### config.mk
export PLATFORM = sky130hd
export DESIGN_NAME = clock_page_replacement_core
export DESIGN_NICKNAME = d
export VERILOG_FILES = /design/src/hw/rtl/cpr_pkg.sv /design/src/hw/rtl/cpr_ram.sv /design/src/hw/rtl/cpr_ctrl.sv /design/src/hw/rtl/cpr_dp.sv /design/src/hw/rtl/clock_page_replacement_core.sv
export SDC_FILE = /design/constraint.sdc
export NUM_CORES = 1
export LEC_CHECK = 0
export ABC_AREA = 1
export BUFFER_PORTS_ARGS = -buffer_cell sky130_fd_sc_hd__buf_2
export CELL_PAD_IN_SITES_DETAIL_PLACEMENT = 1
export CELL_PAD_IN_SITES_GLOBAL_PLACEMENT = 2
export CORE_MARGIN = 2
export CORE_UTILIZATION = 44
export CTS_CLUSTER_DIAMETER = 40
export DETAILED_ROUTE_END_ITERATION = 16
export PLACE_DENSITY = 0.87
export SYNTH_ARGS = -nofsm -noshare
export SYNTH_HDL_FRONTEND = slang
export SYNTH_SLANG_ARGS = --single-unit
### constraint.sdc
create_clock -name clk_i -period 8.4 [get_ports clk_i]
set_clock_uncertainty 0.15 [all_clocks]
set_input_delay 1.26 -clock clk_i [delete_from_list [all_inputs] [get_ports clk_i]]
set_output_delay 1.26 -clock clk_i [all_outputs]
set_load 0.005 [all_outputs]
### src/hw/rtl/cpr_pkg.sv
// Shared types and constants for the clock page-replacement core.
package cpr_pkg;

  localparam logic [1:0] REQ_ACCESS = 2'd0;
  localparam logic [1:0] REQ_CLAIM  = 2'd1;
  localparam logic [1:0] REQ_GET    = 2'd2;

  typedef enum logic [1:0] {
    RES_ECHO,
    RES_FREE,
    RES_EVICT
  } res_sel_e;

  // Per-frame entry held in the frame RAM.
  typedef struct packed {
    logic ref_b;
    logic dirty_b;
    logic file_b;
  } ent_t;

  typedef struct packed {
    logic     clr_wr;
    logic     capture;
    logic     rd;
    logic     rd_sweep;
    logic     acc_wr;
    logic     claim;
    logic     sweep_init;
    logic     sw_clear;
    logic     evict;
    logic     finish;
    res_sel_e res_sel;
  } cmd_t;

  typedef struct packed {
    logic clr_last;
    logic is_access;
    logic is_claim;
    logic is_get;
    logic frame_ok;
    logic stack_empty;
    logic ref_bit;
  } status_t;

endpackage

### src/hw/rtl/cpr_ram.sv
// Generic single-write, single-read RAM with registered read data.
module cpr_ram #(
  parameter int WIDTH = 3,
  parameter int DEPTH = 64,
  localparam int AW = $clog2(DEPTH)
) (
  input  logic             clk_i,
  input  logic             we_i,
  input  logic [AW-1:0]    waddr_i,
  input  logic [WIDTH-1:0] wdata_i,
  input  logic             re_i,
  input  logic [AW-1:0]    raddr_i,
  output logic [WIDTH-1:0] rdata_o
);

  logic [WIDTH-1:0] mem_q [DEPTH];
  logic [WIDTH-1:0] rdata_q;

  always_ff @(posedge clk_i) begin
    if (we_i) begin
      mem_q[waddr_i] <= wdata_i;
    end
    if (re_i) begin
      rdata_q <= mem_q[raddr_i];
    end
  end

  assign rdata_o = rdata_q;

endmodule

### src/hw/rtl/cpr_ctrl.sv
// Controller state machine: sequences clearing, decode, access and clock sweep.
module cpr_ctrl (
  input  logic             clk_i,
  input  logic             rst_ni,
  input  logic             start_i,
  input  cpr_pkg::status_t status_i,
  output cpr_pkg::cmd_t    cmd_o,
  output logic             busy_o
);

  localparam logic [2:0] S_CLEAR  = 3'd0;
  localparam logic [2:0] S_IDLE   = 3'd1;
  localparam logic [2:0] S_DECODE = 3'd2;
  localparam logic [2:0] S_ACC_WR = 3'd3;
  localparam logic [2:0] S_SW_RD  = 3'd4;
  localparam logic [2:0] S_SW_EV  = 3'd5;

  logic [2:0] state_q, state_d;

  always_comb begin
    state_d = state_q;
    cmd_o   = '0;
    cmd_o.res_sel = cpr_pkg::RES_ECHO;
    unique case (state_q)
      S_CLEAR: begin
        cmd_o.clr_wr = 1'b1;
        if (status_i.clr_last) begin
          state_d = S_IDLE;
        end
      end
      S_IDLE: begin
        if (start_i) begin
          cmd_o.capture = 1'b1;
          state_d = S_DECODE;
        end
      end
      S_DECODE: begin
        priority if (status_i.is_access && status_i.frame_ok) begin
          cmd_o.rd = 1'b1;
          state_d  = S_ACC_WR;
        end else if (status_i.is_claim && status_i.frame_ok && !status_i.stack_empty) begin
          cmd_o.claim  = 1'b1;
          cmd_o.finish = 1'b1;
          state_d      = S_IDLE;
        end else if (status_i.is_get && !status_i.stack_empty) begin
          cmd_o.finish  = 1'b1;
          cmd_o.res_sel = cpr_pkg::RES_FREE;
          state_d       = S_IDLE;
        end else if (status_i.is_get) begin
          cmd_o.sweep_init = 1'b1;
          state_d          = S_SW_RD;
        end else begin
          cmd_o.finish = 1'b1;
          state_d      = S_IDLE;
        end
      end
      S_ACC_WR: begin
        cmd_o.acc_wr = 1'b1;
        cmd_o.finish = 1'b1;
        state_d      = S_IDLE;
      end
      S_SW_RD: begin
        cmd_o.rd       = 1'b1;
        cmd_o.rd_sweep = 1'b1;
        state_d        = S_SW_EV;
      end
      S_SW_EV: begin
        if (status_i.ref_bit) begin
          cmd_o.sw_clear = 1'b1;
          state_d        = S_SW_RD;
        end else begin
          cmd_o.evict   = 1'b1;
          cmd_o.finish  = 1'b1;
          cmd_o.res_sel = cpr_pkg::RES_EVICT;
          state_d       = S_IDLE;
        end
      end
      default: begin
        state_d = S_IDLE;
      end
    endcase
  end

  always_ff @(posedge clk_i or negedge rst_ni) begin
    if (!rst_ni) begin
      state_q <= S_CLEAR;
    end else begin
      state_q <= state_d;
    end
  end

  assign busy_o = (state_q != S_IDLE);

  a_finish_single: assert property (@(posedge clk_i) disable iff (!rst_ni)
    cmd_o.finish |=> !cmd_o.finish)
    else $error("back-to-back finish");

  a_idle_no_write: assert property (@(posedge clk_i) disable iff (!rst_ni)
    !busy_o |-> !(cmd_o.clr_wr || cmd_o.acc_wr || cmd_o.claim || cmd_o.sw_clear
                  || cmd_o.evict))
    else $error("frame RAM written while idle");

endmodule

### src/hw/rtl/cpr_dp.sv
// Datapath: frame RAM, free-stack top, count, clock hand and result registers.
module cpr_dp #(
  parameter int FRAMES = 64
) (
  input  logic             clk_i,
  input  logic             rst_ni,
  input  logic [1:0]       req_type_i,
  input  logic [5:0]       frame_i,
  input  logic             is_write_i,
  input  logic             file_backed_i,
  input  cpr_pkg::cmd_t    cmd_i,
  output cpr_pkg::status_t status_o,
  output logic [5:0]       result_frame_o,
  output logic             evicted_o,
  output logic             needs_writeback_o,
  output logic             was_file_backed_o,
  output logic             done_o
);

  localparam int FW = $clog2(FRAMES);
  localparam logic [FW-1:0] LAST_FRAME = FW'(FRAMES - 1);
  localparam logic [FW-1:0] FIRST_FRAME = FW'(1);

  logic [1:0]    req_q;
  logic [5:0]    frame_q;
  logic          wr_q, fb_q;
  logic [FW-1:0] count_q, count_d;
  logic [FW-1:0] top0_q, top0_d;
  logic [FW-1:0] hand_q, hand_d;
  logic [FW-1:0] h_q, h_d;
  logic [FW-1:0] clr_q, clr_d;
  logic [5:0]    res_frame_q;
  logic          ev_q, wb_q, wf_q;
  logic          done_q;

  logic [FW-1:0]  fidx, h_next, free_top;
  logic           ram_we;
  logic [FW-1:0]  ram_waddr, ram_raddr;
  cpr_pkg::ent_t  ram_wdata, ram_rdata;

  always_ff @(posedge clk_i) begin
    if (cmd_i.capture) begin
      req_q   <= req_type_i;
      frame_q <= frame_i;
      wr_q    <= is_write_i;
      fb_q    <= file_backed_i;
    end
  end

  assign fidx     = FW'(frame_q);
  assign h_next   = (h_q == LAST_FRAME) ? FIRST_FRAME : h_q + FIRST_FRAME;
  // stack above index 0 is never rewritten: entry k >= 1 holds FRAMES-1-k
  assign free_top = (count_q == FIRST_FRAME) ? top0_q : LAST_FRAME + FIRST_FRAME - count_q;

  assign status_o.clr_last    = (clr_q == LAST_FRAME);
  assign status_o.is_access   = (req_q == cpr_pkg::REQ_ACCESS);
  assign status_o.is_claim    = (req_q == cpr_pkg::REQ_CLAIM);
  assign status_o.is_get      = (req_q == cpr_pkg::REQ_GET);
  assign status_o.frame_ok    = (frame_q != 6'd0) && (32'(frame_q) < 32'(FRAMES));
  assign status_o.stack_empty = (count_q == '0);
  assign status_o.ref_bit     = ram_rdata.ref_b;

  assign ram_we = cmd_i.clr_wr | cmd_i.acc_wr | cmd_i.claim | cmd_i.sw_clear | cmd_i.evict;
  assign ram_raddr = cmd_i.rd_sweep ? h_q : fidx;

  always_comb begin
    ram_waddr = fidx;
    ram_wdata = '0;
    priority if (cmd_i.clr_wr) begin
      ram_waddr = clr_q;
    end else if (cmd_i.sw_clear) begin
      ram_waddr = h_q;
      ram_wdata = '{ref_b: 1'b0, dirty_b: ram_rdata.dirty_b, file_b: ram_rdata.file_b};
    end else if (cmd_i.evict) begin
      ram_waddr = h_q;
    end else if (cmd_i.acc_wr) begin
      ram_wdata = '{ref_b: 1'b1, dirty_b: ram_rdata.dirty_b | wr_q,
                    file_b: ram_rdata.file_b};
    end else if (cmd_i.claim) begin
      ram_wdata = '{ref_b: 1'b1, dirty_b: 1'b0, file_b: fb_q};
    end else begin
      ram_wdata = '0;
    end
  end

  cpr_ram #(
    .WIDTH ($bits(cpr_pkg::ent_t)),
    .DEPTH (FRAMES)
  ) u_frame_ram (
    .clk_i   (clk_i),
    .we_i    (ram_we),
    .waddr_i (ram_waddr),
    .wdata_i (ram_wdata),
    .re_i    (cmd_i.rd),
    .raddr_i (ram_raddr),
    .rdata_o (ram_rdata)
  );

  always_comb begin
    count_d = count_q;
    top0_d  = top0_q;
    hand_d  = hand_q;
    h_d     = h_q;
    clr_d   = clr_q;
    if (cmd_i.clr_wr) begin
      clr_d = clr_q + FIRST_FRAME;
    end
    if (cmd_i.claim) begin
      count_d = count_q - FIRST_FRAME;
    end
    if (cmd_i.sweep_init) begin
      h_d = hand_q;
    end
    if (cmd_i.sw_clear) begin
      h_d = h_next;
    end
    if (cmd_i.evict) begin
      count_d = FIRST_FRAME;
      top0_d  = h_q;
      hand_d  = h_next;
    end
  end

  always_ff @(posedge clk_i or negedge rst_ni) begin
    if (!rst_ni) begin
      count_q <= LAST_FRAME;
      top0_q  <= LAST_FRAME;
      hand_q  <= FIRST_FRAME;
      clr_q   <= '0;
      done_q  <= 1'b0;
    end else begin
      count_q <= count_d;
      top0_q  <= top0_d;
      hand_q  <= hand_d;
      clr_q   <= clr_d;
      done_q  <= cmd_i.finish;
    end
  end

  always_ff @(posedge clk_i) begin
    h_q <= h_d;
    if (cmd_i.finish) begin
      unique case (cmd_i.res_sel)
        cpr_pkg::RES_FREE: begin
          res_frame_q <= 6'(free_top);
          ev_q <= 1'b0;
          wb_q <= 1'b0;
          wf_q <= 1'b0;
        end
        cpr_pkg::RES_EVICT: begin
          res_frame_q <= 6'(h_q);
          ev_q <= 1'b1;
          wb_q <= ram_rdata.dirty_b;
          wf_q <= ram_rdata.file_b;
        end
        default: begin
          res_frame_q <= frame_q;
          ev_q <= 1'b0;
          wb_q <= 1'b0;
          wf_q <= 1'b0;
        end
      endcase
    end
  end

  assign result_frame_o    = res_frame_q;
  assign evicted_o         = ev_q;
  assign needs_writeback_o = wb_q;
  assign was_file_backed_o = wf_q;
  assign done_o            = done_q;

  a_count_bound: assert property (@(posedge clk_i) disable iff (!rst_ni)
    count_q <= LAST_FRAME)
    else $error("free count above managed frames");

  a_hand_managed: assert property (@(posedge clk_i) disable iff (!rst_ni)
    hand_q != '0 && hand_q <= LAST_FRAME)
    else $error("clock hand off managed range");

  a_evict_push: assert property (@(posedge clk_i) disable iff (!rst_ni)
    (done_q && ev_q) |-> (count_q == FIRST_FRAME && 6'(top0_q) == res_frame_q))
    else $error("evicted frame not on free stack");

endmodule

### src/hw/rtl/clock_page_replacement_core.sv
// Clock (second-chance) page-replacement frame picker, top level.
//
// Request channel: req_type_i, frame_i, is_write_i, file_backed_i are taken
// at a rising edge with start_i high and busy_o low. Each request gives one
// result on result_frame_o, evicted_o, needs_writeback_o, was_file_backed_o,
// valid for the single cycle in which done_o is high; the receiver cannot
// stall, so the result must be taken then.
// Claims, gets from the free stack and ignored requests finish from the decode
// state; an access adds a write state (read-modify-write of the frame RAM);
// a get that sweeps passes through S_SW_RD and S_SW_EV for each frame the
// hand visits (1 to FRAMES). The sweep reads and rewrites one frame RAM
// entry at a time through its registered read port.
// busy_o falls in the cycle done_o rises, so the next request can be taken
// then.
// After reset, busy_o stays high while the frame RAM is cleared one entry per
// cycle; the free stack then holds frames 1 to FRAMES-1 with frame 1 on top
// and the hand rests on frame 1.
module clock_page_replacement_core #(
  parameter int FRAMES = 64
) (
  input  logic       clk_i,
  input  logic       rst_ni,
  input  logic       start_i,
  output logic       busy_o,
  input  logic [1:0] req_type_i,
  input  logic [5:0] frame_i,
  input  logic       is_write_i,
  input  logic       file_backed_i,
  output logic       done_o,
  output logic [5:0] result_frame_o,
  output logic       evicted_o,
  output logic       needs_writeback_o,
  output logic       was_file_backed_o
);

  cpr_pkg::cmd_t    cmd;
  cpr_pkg::status_t status;

  cpr_ctrl u_ctrl (
    .clk_i    (clk_i),
    .rst_ni   (rst_ni),
    .start_i  (start_i),
    .status_i (status),
    .cmd_o    (cmd),
    .busy_o   (busy_o)
  );

  cpr_dp #(
    .FRAMES (FRAMES)
  ) u_dp (
    .clk_i             (clk_i),
    .rst_ni            (rst_ni),
    .req_type_i        (req_type_i),
    .frame_i           (frame_i),
    .is_write_i        (is_write_i),
    .file_backed_i     (file_backed_i),
    .cmd_i             (cmd),
    .status_o          (status),
    .result_frame_o    (result_frame_o),
    .evicted_o         (evicted_o),
    .needs_writeback_o (needs_writeback_o),
    .was_file_backed_o (was_file_backed_o),
    .done_o            (done_o)
  );

endmodule
==> impl_metrics.json, run 1 <==
{
  "synth_area_leader_cell": "edfxtp_1",
  "grt_max_degree": 65,
  "critPathMaxFanout": 50,
  "hold_depth": 2,
  "muxShareOfSynthArea_pct": 0,
  "cts.sinks": 248,
  "status": "complete, no violations",
  "grt_pass1_wl_mm": 50.1,
  "synth_xor_area_share_pct": 0.758,
  "num_vias": 8425,
  "clk_latency_ns": 0.51,
  "fp.dieH_um": 166,
  "synth_edf_count": 220,
  "crit_chain": "nor2_4 -> nand3_1 -> nand2_2 -> buf_4 -> nand2_1 -> nand3_1 -> nand3_1 -> nand3_1 -> nand3_1 -> nand3_1 -> nand2_1",
  "synthAdderAreaFrac_pct": 0.650,
  "timing.critical_path.mode_cell": "nand3_1",
  "drv_cap": 0,
  "reg2reg_to": "u_dp.u_frame_ram.rdata_o[1]$_DFFE_PP_",
  "setup_tns_ns": 0,
  "clkTransAtPathRegs_ns": 0.05,
  "cp-start-kind": "flip-flop",
  "rsz0062_at_grt": "no",
  "post_cts_buffers": 0,
  "wirelength_mm": 31.5,
  "wire_per_inst_um": 19.9,
  "vias_per_cell": 5.31,
  "ys_warn_count": 0,
  "design.die.area_um2": 27600,
  "stdcell_area_um2": 13300,
  "cp.arrival_ns": 4.01,
  "p_leak_uw": 0.00573,
  "fmax_mhz": 257,
  "portBuffers": 23,
  "startpoint": "u_ctrl.state_q[0]$_DFFE_PN0P_",
  "clockBufferDepth": 3,
  "hp-class": "reg2reg",
  "drv_slew": 0,
  "ir_drop_mv": 0.212,
  "min-delay-start": "u_dp.hand_q[5]$_DFFE_PN0P_",
  "synth.distinct_cells": 32,
  "netlist_instances": 1192,
  "drive_above_1_share_pct": 11.3,
  "max_stage_delay_ns": 0.88,
  "synth_compound_area_share_pct": 3.90,
  "critPathSlowestCell": "nand2_2",
  "cts_tree": "built",
  "synth.yosys.seq_area_share_pct": 63.4,
  "synthSimpleGateAreaFrac_pct": 21.8,
  "htreeDepth": 2,
  "diodes": 0,
  "cp.required_ns": 8.51,
  "synth_top_area_share_pct": 57.2,
  "tightest_slew_ns": 0.836,
  "ioPinCount": 24,
  "synth_ff_type": "edfxtp_1",
  "r2r_cells": 11,
  "hold_end": "u_dp.hand_q[5]$_DFFE_PN0P_",
  "globalRouteOverflowTotal": 0,
  "setup_viol": 0,
  "p_per_area_nw_per_um2": 336,
  "post-route-period-util_pct": 46.3,
  "first_iter_violations": 613,
  "grt_pass1_vias": 8992,
  "r2r_start": "u_ctrl.state_q[0]$_DFFE_PN0P_",
  "die_x_um": 166,
  "fp.coreArea_um2": 25900,
  "cts-buffers-inserted": 38,
  "dp.final_hpwl_mm": 19.6,
  "holdBufCountCts": 0,
  "syn-num-nets": 1211,
  "firstDrtPassIters": 6,
  "cp_num_buf_inv": 1,
  "antenna_found_initial": 0,
  "path_delay_family": "simple AND/OR/NAND/NOR gates",
  "area_delta_synth_final_pct": 14.7,
  "netlist_area_um2": 11600,
  "dpl_cell_area_um2": 12000,
  "nets": 1242,
  "slew-limit-headroom_pct": 44.1,
  "fp-row-count": 59,
  "crit_type": "reg2reg",
  "final.min_clock_period_ns": 3.89,
  "hold_viol": 0,
  "yosysMostFrequentCell": "nand2_1",
  "track_usage_pct": 23.4,
  "start_util_pct": 44.6,
  "drc": 0,
  "ctsResizeCount": 0,
  "syn_area_per_cell_um2": 9.69,
  "synth_async_sr_flop_share_pct": 11.3,
  "synthTopCellsByCount": "252 x nand2_1, 230 x inv_1, 220 x edfxtp_1, 214 x nand3_1, 84 x nor2_1",
  "synth_top_family_by_area": "simple AND/OR/NAND/NOR gates",
  "postSynthRegisterBits": 248,
  "endpoint_kind": "flip-flop",
  "cts_root_buf": "clkbuf_16",
  "synthTopCellsByArea": "edfxtp_1 57%, nand3_1 9.3%, nand2_1 8.2%",
  "r2r_slack_ns": 4.51,
  "fin_util_pct": 51.2,
  "routabilityCongestion": 0.827,
  "ant_nets": 0
}
[layout by cell type, fill, tap and decap left out, types with 8 or more instances in the layout]
cell type	n
nand2_1	248
inv_1	230
edfxtp_1	220
nand3_1	214
nor2_1	84
clkbuf_16	41
o21ai_0	31
buf_2	23
a21oi_1	15
dfrtp_1	15
dfstp_2	13
xor2_1	10
buf_4	10
inv_2	9
o22ai_1	8
nand4_2	8
[worst register-to-register path, stage by stage (launching register included)]
cell	delay, ns
dfrtp_1	0.44
nor2_4	0.23
nand3_1	0.55
nand2_2	0.89
buf_4	0.59
nand2_1	0.12
nand3_1	0.13
nand3_1	0.10
nand3_1	0.15
nand3_1	0.12
nand3_1	0.11
nand2_1	0.06
[worst max-delay path by stage]
stage / endpoint / slack [ns] / cells after the start
floorplan: u_dp.u_frame_ram.mem_q[0][0]$_DFFE_PP_ / 5.60 / 8
global route: u_dp.u_frame_ram.rdata_o[1]$_DFFE_PP_ / 4.15 / 12
global placement: u_dp.u_frame_ram.rdata_o[1]$_DFFE_PP_ / 4.65 / 11
finish: u_dp.u_frame_ram.rdata_o[1]$_DFFE_PP_ / 4.51 / 11
CTS: u_dp.u_frame_ram.rdata_o[1]$_DFFE_PP_ / 4.43 / 11
detailed placement: u_dp.u_frame_ram.rdata_o[1]$_DFFE_PP_ / 4.49 / 11
[routing by layer]
metal,global-route usage [%],wire (um),vias up
met5,0,0,-
met4,6.92,705,0
met3,3.96,1840,53
met2,38.4,15300,215
met1,32.1,13700,4178
li1,-,-,3979
[where the power goes]
group	switching [uW]	internal, uW
clock network	567	960
logic	960	315
registers	77.2	1580
total	1600	2850
[cell families (layout without fill, tap and decap cells)]
family                   after synthesis  after routing
XOR/XNOR                              10             10
flip-flops                           248            248
adder cells (fa/ha/maj)                6              6
buffers and inverters                282            342
AO/OA/AOI/OAI                         75             75
AND/OR/NAND/NOR                      571            571
[area by class of cell]
| type | count | area, um^2 |
|---|---|---|
| Multi-Input combinational cell | 662 | 3170 |
| Inverter | 240 | 901 |
| Sequential cell | 248 | 7320 |
| Tap cell | 335 | 419 |
| Clock buffer | 45 | 1050 |
| Timing Repair Buffer | 33 | 190 |
| Fill cell | 2884 | 12700 |
| Clock inverter | 24 | 200 |
[per-stage QoR]
step | total power [uW] | hold WS (ns) | cells | setup slack [ns]
floorplan | 2500 | 0.303 | 1192 | 5.60
global placement | 2910 | 0.318 | 1518 | 4.65
detailed placement | 2950 | 0.328 | 1518 | 4.49
CTS | 4490 | 0.340 | 1587 | 4.43
global route | 4700 | 0.355 | 1587 | 4.15
finish | 4460 | 0.335 | 1587 | 4.51
[registers in the layout, summed over array words and instances (netlist names)]
| name | flops |
|---|---|
| u_ctrl.state_q | 3 |
| u_dp.clr_q | 6 |
| u_dp.count_q | 6 |
| u_dp.done_o | 1 |
| u_dp.evicted_o | 1 |
| u_dp.fb_q | 1 |
| u_dp.fidx | 6 |
| u_dp.h_q | 6 |
| u_dp.hand_q | 6 |
| u_dp.needs_writeback_o | 1 |
| u_dp.req_q | 2 |
| u_dp.result_frame_o | 6 |
| u_dp.top0_q | 6 |
| u_dp.u_frame_ram.mem_q | 192 |
| u_dp.u_frame_ram.rdata_o | 3 |
| u_dp.was_file_backed_o | 1 |
| u_dp.wr_q | 1 |
Power figures use the tool's default switching activity.
==> run 2: changes to the inputs <==
--- a/config.mk
+++ b/config.mk
@@ -10,10 +10,10 @@
 export CELL_PAD_IN_SITES_DETAIL_PLACEMENT = 1
 export CELL_PAD_IN_SITES_GLOBAL_PLACEMENT = 2
 export CORE_MARGIN = 2
-export CORE_UTILIZATION = 44
+export CORE_UTILIZATION = 37
 export CTS_CLUSTER_DIAMETER = 40
 export DETAILED_ROUTE_END_ITERATION = 16
-export PLACE_DENSITY = 0.87
+export PLACE_DENSITY = 0.78
 export SYNTH_ARGS = -nofsm -noshare
 export SYNTH_HDL_FRONTEND = slang
 export SYNTH_SLANG_ARGS = --single-unit
==> constraint.sdc (replaced) <==
create_clock -name clk_i -period 3.4 [get_ports clk_i]
set_clock_uncertainty 0.15 [all_clocks]
set_input_delay 0.51 -clock clk_i [delete_from_list [all_inputs] [get_ports clk_i]]
set_output_delay 0.51 -clock clk_i [all_outputs]
set_load 0.005 [all_outputs]
==> impl_metrics.json, run 2 (synthesis results as in run 1) <==
{
  "area_delta_synth_final_pct": 19.2,
  "clockBufferDepth": 3,
  "holdWs_ns": 0.0759,
  "globalRouteOverflowTotal": 0,
  "cp.required_ns": 3.40,
  "min-delay-start": "start_i",
  "clkTransAtPathRegs_ns": 0.05,
  "cp-start-kind": "flip-flop",
  "ir_drop_mv": 0.474,
  "fp-row-count": 64,
  "grt_pass1_vias": 9052,
  "p_leak_uw": 0.00593,
  "fp.dieH_um": 181,
  "portBuffers": 23,
  "critPathMaxFanout": 12,
  "crit_type": "reg2reg",
  "first_iter_violations": 522,
  "multi_input_area_um2": 3170,
  "drc": 0,
  "slew-limit-headroom_pct": 50.8,
  "cp.arrival_ns": 2.99,
  "clock_power_share_pct": 36.2,
  "hold_depth": 2,
  "crit_chain": "nor2_4 -> nand2_1 -> nand2_1 -> inv_2 -> a21oi_2 -> inv_2 -> nor2_1 -> nand2_1 -> nor2_1",
  "drv_slew": 0,
  "startpoint": "u_ctrl.state_q[0]$_DFFE_PN0P_",
  "critPathSlowestCell": "nor2_1",
  "p_switching_uw": 4030,
  "drv_cap": 0,
  "post-route-period-util_pct": 88.0,
  "top_register": "u_dp.u_frame_ram.mem_q",
  "setup_viol": 0,
  "num_vias": 8485,
  "status": "complete, no violations",
  "track_usage_pct": 20.6,
  "endpoint_kind": "flip-flop",
  "fmax_mhz": 334,
  "hold_end": "u_ctrl.state_q[0]$_DFFE_PN0P_",
  "die_x_um": 181,
  "ctsResizeCount": 0,
  "seq_power_share_pct": 35.5,
  "max_stage_delay_ns": 0.52,
  "drive_above_1_share_pct": 12.1,
  "r2r_slack_ns": 0.41,
  "post_cts_buffers": 0,
  "hold_viol": 0,
  "dp.final_hpwl_mm": 21.4,
  "antenna_found_initial": 0,
  "htreeDepth": 2,
  "stdcell_area_um2": 13800,
  "diodes": 0,
  "cts-buffers-inserted": 41,
  "hp-class": "in2reg",
  "fillCellCount": 3438,
  "vias_per_cell": 5.05,
  "reg2reg_to": "u_dp.u_frame_ram.mem_q[6][1]$_DFFE_PP_",
  "p_per_area_nw_per_um2": 836,
  "nets": 1272,
  "setup_tns_ns": 0,
  "timing.critical_path.mode_cell": "nand2_1",
  "start_util_pct": 37.7,
  "fp.coreArea_um2": 30700,
  "wirelength_mm": 33.0,
  "cts_root_buf": "clkbuf_16",
  "largest_register_ffs": 192,
  "ioPinCount": 24,
  "layout_commonest_cell": "nand2_1",
  "holdBufCountCts": 11,
  "grt_max_degree": 65,
  "grt_pass1_wl_mm": 51.8,
  "cts_tree": "built",
  "r2r_cells": 9,
  "layout.area.seq_um2": 7320,
  "tightest_slew_ns": 0.736,
  "cts.sinks": 248,
  "p_comb_share_pct": 28.3,
  "switching_share_pct": 35.0,
  "ant_nets": 0,
  "final_cell_mix": "248 x nand2_1, 230 x inv_1, 220 x edfxtp_1, 214 x nand3_1, 84 x nor2_1",
  "rsz0062_at_grt": "no",
  "r2r_start": "u_ctrl.state_q[0]$_DFFE_PN0P_",
  "design.die.area_um2": 32700,
  "final.min_clock_period_ns": 2.99,
  "cp_num_buf_inv": 2,
  "firstDrtPassIters": 4,
  "dpl_cell_area_um2": 12300,
  "routabilityCongestion": 0.835,
  "power.internal_uw": 7490,
  "wire_per_inst_um": 19.6,
  "path_delay_family": "simple AND/OR/NAND/NOR gates",
  "clk_latency_ns": 0.54
}
run 2: power by group through the flow:
stage | sequential, uW | combinational, uW | clock (uW)
5_1_grt | 4130 | 3640 | 4380
6_report | 4090 | 3260 | 4160
3_5_place_dp | 4140 | 3280 | 0
3_3_place_gp | 4130 | 3210 | 0
2_1_floorplan | 4090 | 2080 | 0
4_1_cts | 4090 | 3310 | 4230
run 2: per-stage QoR:
step	worst slack [ns]	util [%]	instances	power, uW
2_1_floorplan	0.604	-	1192	6160
3_3_place_gp	0.510	40.1	1595	7340
3_5_place_dp	0.438	40.1	1595	7420
4_1_cts	0.417	44.9	1680	11600
5_1_grt	0.132	44.9	1680	12100
6_report	0.407	44.9	1680	11500
run 2: how the worst max path moves through the flow:
stage / to / slack, ns / cells after the start
6_report: u_dp.u_frame_ram.mem_q[6][1]$_DFFE_PP_ / 0.41 / 9
5_1_grt: u_dp.u_frame_ram.mem_q[7][1]$_DFFE_PP_ / 0.13 / 9
4_1_cts: u_dp.u_frame_ram.mem_q[6][1]$_DFFE_PP_ / 0.42 / 9
3_5_place_dp: u_dp.u_frame_ram.mem_q[6][0]$_DFFE_PP_ / 0.44 / 9
3_3_place_gp: u_dp.u_frame_ram.mem_q[6][0]$_DFFE_PP_ / 0.51 / 9
2_1_floorplan: u_dp.u_frame_ram.mem_q[0][0]$_DFFE_PP_ / 0.60 / 8
run 2: layer usage:
layer	GRT usage, %	vias up	part of all wire, %
li1	-	4034	-
met1	27.1	4200	45
met2	34.2	184	48
met3	3.91	67	4.6
met4	6.74	0	2.6
met5	0	-	0
run 2: layout make-up:
class / count / share of cell area, %
Clock buffer: 49 / 7.66
Clock inverter: 25 / 2.25
Inverter: 240 / 6.54
Multi-Input combinational cell: 662 / 23.0
Sequential cell: 248 / 53.2
Tap cell: 396 / 3.60
Timing Repair Buffer: 60 / 3.78
